**src/rtl/sfcs_pkg.sv**
```systemverilog
`timescale 1ns / 1ps
// shared types, opcodes and sizes for the spi nor flash command sequencer
// no dependencies
package sfcs_pkg;

    localparam int PAGE_BYTES   = 256;
    localparam int SECTOR_BYTES = 4096;
    localparam int PAGE_LOG     = $clog2(PAGE_BYTES);
    localparam int CHUNK_W      = $clog2(PAGE_BYTES + 1);
    localparam int MAX_BEATS    = 6;
    localparam int CNT_W        = $clog2(MAX_BEATS + 1);

    // request codes
    localparam logic [2:0] CMD_RD_REQ = 3'd0;
    localparam logic [2:0] CMD_ERASE  = 3'd1;
    localparam logic [2:0] CMD_PROG   = 3'd2;
    localparam logic [2:0] CMD_DATA   = 3'd3;
    localparam logic [2:0] CMD_STATUS = 3'd4;

    // sequencer modes, code 3 behaves as idle
    localparam logic [1:0] MODE_IDLE  = 2'd0;
    localparam logic [1:0] MODE_ERASE = 2'd1;
    localparam logic [1:0] MODE_PROG  = 2'd2;

    // flash opcodes
    localparam logic [7:0] OP_WREN  = 8'h06;
    localparam logic [7:0] OP_PP    = 8'h02;
    localparam logic [7:0] OP_WRDI  = 8'h04;
    localparam logic [7:0] OP_RDSR1 = 8'h05;
    localparam logic [7:0] OP_SE4K  = 8'h20;
    localparam logic [7:0] OP_READ  = 8'h03;

    typedef struct packed {
        logic [2:0]  cmd;
        logic [23:0] address;
        logic [24:0] length;
        logic [7:0]  data_byte;
    } t_in_beat;

    typedef struct packed {
        logic [7:0]  out_byte;
        logic        frame_end;
        logic        poll;
        logic [24:0] rx_count;
        logic        last;
    } t_out_beat;

    typedef struct packed {
        logic [1:0]         mode;
        logic [23:0]        cur_address;
        logic [24:0]        remaining;
        logic [CHUNK_W-1:0] chunk_left;
        logic               awaiting_status;
    } t_state;

    typedef struct packed {
        t_out_beat [MAX_BEATS-1:0] beat;
        logic [CNT_W-1:0]          count;
    } t_burst;

endpackage

```
**src/rtl/sfcs_step.sv**
```systemverilog
`timescale 1ns / 1ps
// next-state and result-burst logic for one input beat
// depends on sfcs_pkg
module sfcs_step (
    input  sfcs_pkg::t_state   i_state,
    input  sfcs_pkg::t_in_beat i_item,
    output sfcs_pkg::t_state   o_state,
    output sfcs_pkg::t_burst   o_burst
);
    import sfcs_pkg::*;

    function automatic t_out_beat mk(input logic [7:0] b, input logic fe, input logic pl,
                                     input logic [24:0] rx);
        t_out_beat r;
        r.out_byte  = b;
        r.frame_end = fe;
        r.poll      = pl;
        r.rx_count  = rx;
        r.last      = 1'b0;
        return r;
    endfunction

    // bytes left in the page from addr, capped by the remaining count
    function automatic logic [CHUNK_W-1:0] chunk_of(input logic [23:0] a,
                                                    input logic [24:0] rem);
        logic [CHUNK_W-1:0] room;
        room = CHUNK_W'(PAGE_BYTES) - CHUNK_W'(a[PAGE_LOG-1:0]);
        if (25'(room) > rem) begin
            return rem[CHUNK_W-1:0];
        end
        return room;
    endfunction

    logic               idle;
    logic [CHUNK_W-1:0] chunk_dec;
    logic [24:0]        erase_step;
    logic [24:0]        erase_rem;
    logic [23:0]        erase_addr;
    t_burst             burst;

    assign idle       = (i_state.mode != MODE_ERASE) && (i_state.mode != MODE_PROG);
    assign chunk_dec  = i_state.chunk_left - CHUNK_W'(1);
    assign erase_step = (i_state.remaining > 25'(SECTOR_BYTES)) ? 25'(SECTOR_BYTES)
                                                                : i_state.remaining;
    assign erase_rem  = i_state.remaining - erase_step;
    assign erase_addr = i_state.cur_address + 24'(SECTOR_BYTES);

    always_comb begin
        o_state = i_state;
        burst   = '0;
        priority if (i_item.cmd == CMD_RD_REQ && idle) begin
            burst.beat[0] = mk(OP_WRDI, 1'b1, 1'b0, '0);
            burst.beat[1] = mk(OP_READ, 1'b0, 1'b0, '0);
            burst.beat[2] = mk(i_item.address[23:16], 1'b0, 1'b0, '0);
            burst.beat[3] = mk(i_item.address[15:8], 1'b0, 1'b0, '0);
            burst.beat[4] = mk(i_item.address[7:0], 1'b1, 1'b0, i_item.length);
            burst.count   = CNT_W'(5);
        end else if (i_item.cmd == CMD_ERASE && idle && i_item.length != '0) begin
            o_state.mode            = MODE_ERASE;
            o_state.cur_address     = i_item.address;
            o_state.remaining       = i_item.length;
            o_state.awaiting_status = 1'b1;
            burst.beat[0] = mk(OP_WREN, 1'b1, 1'b0, '0);
            burst.beat[1] = mk(OP_SE4K, 1'b0, 1'b0, '0);
            burst.beat[2] = mk(i_item.address[23:16], 1'b0, 1'b0, '0);
            burst.beat[3] = mk(i_item.address[15:8], 1'b0, 1'b0, '0);
            burst.beat[4] = mk(i_item.address[7:0], 1'b1, 1'b0, '0);
            burst.beat[5] = mk(OP_RDSR1, 1'b1, 1'b1, '0);
            burst.count   = CNT_W'(6);
        end else if (i_item.cmd == CMD_PROG && idle && i_item.length != '0) begin
            o_state.mode            = MODE_PROG;
            o_state.cur_address     = i_item.address;
            o_state.remaining       = i_item.length;
            o_state.awaiting_status = 1'b0;
            o_state.chunk_left      = chunk_of(i_item.address, i_item.length);
            burst.beat[0] = mk(OP_WREN, 1'b1, 1'b0, '0);
            burst.beat[1] = mk(OP_PP, 1'b0, 1'b0, '0);
            burst.beat[2] = mk(i_item.address[23:16], 1'b0, 1'b0, '0);
            burst.beat[3] = mk(i_item.address[15:8], 1'b0, 1'b0, '0);
            burst.beat[4] = mk(i_item.address[7:0], 1'b0, 1'b0, '0);
            burst.count   = CNT_W'(5);
        end else if (i_item.cmd == CMD_DATA && i_state.mode == MODE_PROG
                     && !i_state.awaiting_status && i_state.chunk_left != '0) begin
            o_state.chunk_left  = chunk_dec;
            o_state.remaining   = i_state.remaining - 25'd1;
            o_state.cur_address = i_state.cur_address + 24'd1;
            if (chunk_dec == '0) begin
                o_state.awaiting_status = 1'b1;
                burst.beat[0] = mk(i_item.data_byte, 1'b1, 1'b0, '0);
                burst.beat[1] = mk(OP_RDSR1, 1'b1, 1'b1, '0);
                burst.count   = CNT_W'(2);
            end else begin
                burst.beat[0] = mk(i_item.data_byte, 1'b0, 1'b0, '0);
                burst.count   = CNT_W'(1);
            end
        end else if (i_item.cmd == CMD_STATUS && i_state.mode == MODE_ERASE
                     && !i_state.awaiting_status) begin
            // first poll of a sector whose erase frame went out on the last reply
            o_state.awaiting_status = 1'b1;
            burst.beat[0] = mk(OP_RDSR1, 1'b1, 1'b1, '0);
            burst.count   = CNT_W'(1);
        end else if (i_item.cmd == CMD_STATUS && i_state.awaiting_status && !idle) begin
            if (i_item.data_byte[0]) begin
                burst.beat[0] = mk(OP_RDSR1, 1'b1, 1'b1, '0);
                burst.count   = CNT_W'(1);
            end else begin
                o_state.awaiting_status = 1'b0;
                burst.beat[0] = mk(OP_WRDI, 1'b1, 1'b0, '0);
                burst.count   = CNT_W'(1);
                if (i_state.mode == MODE_ERASE) begin
                    o_state.remaining   = erase_rem;
                    o_state.cur_address = erase_addr;
                    if (erase_rem != '0) begin
                        burst.beat[1] = mk(OP_WREN, 1'b1, 1'b0, '0);
                        burst.beat[2] = mk(OP_SE4K, 1'b0, 1'b0, '0);
                        burst.beat[3] = mk(erase_addr[23:16], 1'b0, 1'b0, '0);
                        burst.beat[4] = mk(erase_addr[15:8], 1'b0, 1'b0, '0);
                        burst.beat[5] = mk(erase_addr[7:0], 1'b1, 1'b0, '0);
                        burst.count   = CNT_W'(6);
                    end else begin
                        o_state.mode = MODE_IDLE;
                    end
                end else begin
                    if (i_state.remaining != '0) begin
                        o_state.chunk_left = chunk_of(i_state.cur_address, i_state.remaining);
                        burst.beat[1] = mk(OP_WREN, 1'b1, 1'b0, '0);
                        burst.beat[2] = mk(OP_PP, 1'b0, 1'b0, '0);
                        burst.beat[3] = mk(i_state.cur_address[23:16], 1'b0, 1'b0, '0);
                        burst.beat[4] = mk(i_state.cur_address[15:8], 1'b0, 1'b0, '0);
                        burst.beat[5] = mk(i_state.cur_address[7:0], 1'b0, 1'b0, '0);
                        burst.count   = CNT_W'(6);
                    end else begin
                        o_state.mode = MODE_IDLE;
                    end
                end
            end
        end else begin
            burst.count = '0;
        end
    end

    // flag the final beat of the burst
    always_comb begin
        o_burst = burst;
        for (int i = 0; i < MAX_BEATS; i++) begin
            o_burst.beat[i].last = (burst.count != '0)
                                   && (CNT_W'(i) == burst.count - CNT_W'(1));
        end
    end

endmodule

```
**src/rtl/spi_nor_flash_command_sequencer_top.sv**
```systemverilog
`timescale 1ns / 1ps
// top level of the spi nor flash command sequencer: state, burst buffer, handshakes
// depends on sfcs_pkg and sfcs_step
//
//  channel   direction  signals                          payload
//  in        input      i_in_valid / o_in_ready          sfcs_pkg::t_in_beat
//  out       output     o_out_valid / i_out_ready        sfcs_pkg::t_out_beat
//
// an accepted beat is decoded in the cycle it arrives: the sequencer state is
// updated and its burst of zero to six result beats lands in the burst buffer
// the buffer drains one beat per cycle while the output is ready, so an item
// holds the block until its result beats have left the single output port
// the next input beat is taken in the cycle the last result beat leaves
// synchronous active-low reset empties the buffer and returns the mode to idle
// a stalled output simply holds the current beat and blocks the input
module spi_nor_flash_command_sequencer_top (
    input  logic                i_clk,
    input  logic                i_rst_n,
    input  logic                i_in_valid,
    output logic                o_in_ready,
    input  sfcs_pkg::t_in_beat  i_in_data,
    output logic                o_out_valid,
    input  logic                i_out_ready,
    output sfcs_pkg::t_out_beat o_out_data
);
    import sfcs_pkg::*;

    // sequencer state: mode, address, byte counts, poll flag
    t_state           r_state;
    t_state           n_state;
    // decoded results waiting to go out, and the read pointer into them
    t_burst           r_buf;
    t_burst           n_buf;
    logic [CNT_W-1:0] r_rd;

    logic in_take;
    logic out_take;
    logic on_last;

    sfcs_step u_step (
        .i_state (r_state),
        .i_item  (i_in_data),
        .o_state (n_state),
        .o_burst (n_buf)
    );

    assign o_out_valid = (r_rd != r_buf.count);
    assign on_last     = (r_rd == r_buf.count - CNT_W'(1));
    // input opens when the buffer is empty or its final beat is leaving now
    assign o_in_ready  = !o_out_valid || (on_last && i_out_ready);
    assign in_take     = i_in_valid && o_in_ready;
    assign out_take    = o_out_valid && i_out_ready;
    assign o_out_data  = r_buf.beat[r_rd[CNT_W-1:0]];

    always_ff @(posedge i_clk) begin
        if (!i_rst_n) begin
            r_state <= '0;
            r_buf   <= '0;
            r_rd    <= '0;
        end else begin
            if (in_take) begin
                r_state <= n_state;
                r_buf   <= n_buf;
                r_rd    <= '0;
            end else if (out_take) begin
                r_rd <= r_rd + CNT_W'(1);
            end
        end
    end

endmodule

```
**config.mk**
```make
export PLATFORM = sky130hd
export DESIGN_NAME = spi_nor_flash_command_sequencer_top
export DESIGN_NICKNAME = d
export VERILOG_FILES = /design/src/rtl/sfcs_pkg.sv /design/src/rtl/sfcs_step.sv /design/src/rtl/spi_nor_flash_command_sequencer_top.sv
export SDC_FILE = /design/constraint.sdc
export NUM_CORES = 1
export LEC_CHECK = 0
export BUFFER_PORTS_ARGS = -buffer_cell sky130_fd_sc_hd__buf_2
export CAP_MARGIN = 20
export CORE_MARGIN = 4
export CORE_UTILIZATION = 54
export DETAILED_ROUTE_END_ITERATION = 10
export PLACE_DENSITY_LB_ADDON = 0.08
export SYNTH_ARGS = -nofsm -noshare
export SYNTH_HDL_FRONTEND = slang
export SYNTH_SLANG_ARGS = --single-unit
```
**constraint.sdc**
```tcl
create_clock -name i_clk -period 4.2 [get_ports i_clk]
set_input_delay 0.84 -clock i_clk [delete_from_list [all_inputs] [get_ports i_clk]]
set_output_delay 0.84 -clock i_clk [all_outputs]
set_load 0.01 [all_outputs]
```
==> results.md <==
- Vias in the first global route: 9690
- Netlist Area Pre-Place: 9670 um^2
- Clk pwr share: 24.0%
- Crit Path Category: reg2reg
- CP Max Fanout: 10
- Critical path capture point type: register
- Layout net count: 1431
- Pwr Density: 613 nW/um^2
- Ant. Diodes: 0
- Post-synth EDFFs: 0
- Post-cts repair resize count: 0
- Relative slew slack: 38.4%
- Io pins: 102
- Antenna-violating nets left: 0
- Total power draw: 6.83 mW
- Final WS setup: 0.244 ns
- Final period utilization: 94.2%
- Synthesized flop and latch total: 147
- Worst path slowest cell: or4_4
- Critical path's top delay family: simple AND/OR/NAND/NOR gates
- Area growth syn-to-layout: 15.3%
- Vias per cell: 6.58
- Synth Area per Inst: 7.67 um^2
- Seq pwr share: 25.6%
- Worst path max stage delay: 0.51 ns
- Yosys Warn Count: 0
- Sw Pwr: 3.00 mW
- Starting DRT DRC Count: 1106
- Gpl congestion: 1.01
- TritonCTS clock tree: done
- Post-CTS Setup Repair Bufs: 0
- Clock Pin Slew Worst Setup and Hold Paths: 0.07 ns
- Crit-path cells: inv_1 > ha_1 > nor3b_1 > a41o_1 > nand2_1 > nand2_1 > ha_2 > nor3_1 > nor2b_1 > buf_4 > a21oi_1 > a211o_1 > or4_4 > o21a_1 > or3_1 > a41o_1
- Async SR Flop Fraction: 0%
- Hold/Removal Path Class: reg2reg
- Vias: 10400
- Max VDD drop: 0.399 mV
- Tmin final: 3.96 ns
- Mapped Cells: 1260
- Overflow left after global routing: 0
- Worst skew pair latency: 0.43 ns
- Row cnt: 48
- Final hold vios: 0
- Skew final: 0.0112 ns
- Largest net degree at the start of global routing: 43
- Core area: 17400 um^2
- Final setup vio count: 0
- Global-route wire length before repair: 54400 um
- Comb power frac: 50.4%
- Die width: 142 um
- Initial antenna violation count: 0
- WP data required: 4.53 ns
- Post-Syn Nets: 1354
- CTS Buf Count: 17
- Sequential-to-total area share from yosys stat: 30.4%
- Final WL: 34400 um
- RSZ-0062 raised after global routing: no
- Max Cap Viol: 0
- GR Util All Layers: 33.8%
- Clk buf depth: 2
- Worst path buffer plus inverter count: 2
- Die ar.: 20100 um^2
- Initial Util: 55.5%
- Arr. time, crit path: 4.28 ns
- PortBufs: 101
- WL per Instance: 21.9 um
- Dpl hpwl: 24800 um
- Layout cells sized above 1: 16.1%
- Die Y: 142 um
- Lkg Pwr: 4.43 nW
- Unique masters post-synth: 76
- TritonRoute pass-1 iters: 5
- Main synth FF type: dfxtp_1
- Clk Tree Root Cell: clkbuf_16
- Critical path launch point type: register
- Max Slew Vio Count: 0
- Setup TNS: 0 ns
- Outcome: finished clean
- P_int: 3.83 mW
- Net Sw Frac: 43.9%
- Post-CTS Hold Fix Bufs: 0
- Worst slew pin tran: 0.920 ns
- Pre-CTS setup slack: 0.178 ns
- Clock tree sinks: 147
- DRC: 0
- Number of fill cells in the layout: 1629
- Max Freq: 0.253 GHz
- H-tree lvl count: 4
==> path summary, 6_finish.rpt <==
check	startpoint	to	slack [ns]	cells after the start
worst max-delay path	r_state[11]	r_buf[183]	0.24	16
worst min-delay path	r_buf[29]	r_buf[29]	0.46	2
worst max register to register	r_state[11]	r_buf[183]	0.24	16
worst min register to register	r_buf[29]	r_buf[29]	0.46	2
==> area by class of cell <==
| type | instances | area (um^2) | area share (%) |
|---|---|---|---|
| Clock buffer | 17 | 425 | 3.82 |
| Clock inverter | 15 | 191 | 1.72 |
| Inverter | 50 | 188 | 1.68 |
| Multi-Input combinational cell | 965 | 6190 | 55.6 |
| Sequential cell | 147 | 2940 | 26.4 |
| Tap cell | 225 | 282 | 2.53 |
| Timing Repair Buffer | 156 | 918 | 8.24 |
==> power groups by stage <==
stage / combinational (mW) / sequential (mW) / clock (mW)
after global placement: 3.31 / 1.76 / 0
after CTS: 3.34 / 1.74 / 1.65
after global routing: 3.73 / 1.76 / 1.70
after floorplan: 2.42 / 1.69 / 0
after detailed placement: 3.32 / 1.76 / 0
final: 3.44 / 1.75 / 1.64
==> flip-flops by register name, indices dropped and copies added, names as in the netlist <==
name / count
r_buf: 83
r_state: 61
r_rd: 3
==> tightest hold or removal path, delay by kind of cell (launching register included) <==
kind            cells  cell delay (ns)
compound gates      1             0.06
flops               1             0.32
simple gates        1             0.04
==> per-stage QoR <==
stage / utilization, % / std cells / cell area, um^2 / hold WS (ns)
finish: 64.0 / 1575 / 11100 / 0.456
global route: 64.0 / 1575 / 11100 / 0.480
CTS: 63.9 / 1575 / 11100 / 0.462
detailed placement: 60.4 / 1543 / 10500 / 0.446
global placement: 60.4 / 1543 / 10500 / 0.434
floorplan: - / 1260 / 9670 / 0.420
==> cell families after synthesis <==
kind of cell	count (synthesis)	synth area share (%)
AO/OA/AOI/OAI	409	28.4
XOR/XNOR	47	4.40
adder cells (fa/ha/maj)	30	3.88
buffers and inverters	148	5.92
flip-flops	147	30.4
multiplexers	37	4.62
other	1	0.0388
AND/OR/NAND/NOR	441	22.3
==> synthesized netlist by cell type (all sizes together) (10+ instances only) <==
cell type / n / area share, %
nand3: 37 / 1.9
and3: 12 / 0.78
or4: 13 / 1.1
or3: 11 / 0.71
nand2: 94 / 3.7
a221oi: 20 / 1.8
mux2i: 30 / 3.1
inv: 50 / 1.9
a31oi: 13 / 0.84
nor4: 22 / 1.5
xor2: 10 / 0.91
a211oi: 12 / 0.93
a22o: 43 / 3.9
clkbuf: 90 / 3.5
o22ai: 26 / 1.7
ha: 30 / 3.9
o21ai: 90 / 4.7
dfxtp: 147 / 30
a21oi: 100 / 5.2
xnor2: 36 / 3.3
nor2: 130 / 5.0
nand4: 11 / 0.71
and2: 34 / 2.2
nor3: 51 / 2.8
a22oi: 17 / 1.3
==> routing by layer <==
layer	vias up	share of wire, %	track usage [%]
li1	4828	-	-
met1	4892	43	47.8
met2	563	44	51.2
met3	82	9.9	7.31
met4	0	3.0	11.5
met5	-	0	0
==> layout by cell type, fill, tap and decap left out, types with 20 or more instances in the layout <==
cell      netlist  layout
a21oi_1       100      99
a221oi_1       20      20
a22o_1         43      43
and2_1         33      33
buf_2           1     101
buf_4           0      55
dfxtp_1       147     147
ha_1           30      29
inv_1          50      49
mux2i_1        30      30
nand2_1        94      94
nand3_1        37      37
nor2_1        130     128
nor3_1         50      50
nor4_1         21      21
o21ai_0        88      87
o22ai_1        26      26
xnor2_1        36      36
No activity file was read; power rests on OpenSTA's default activity.
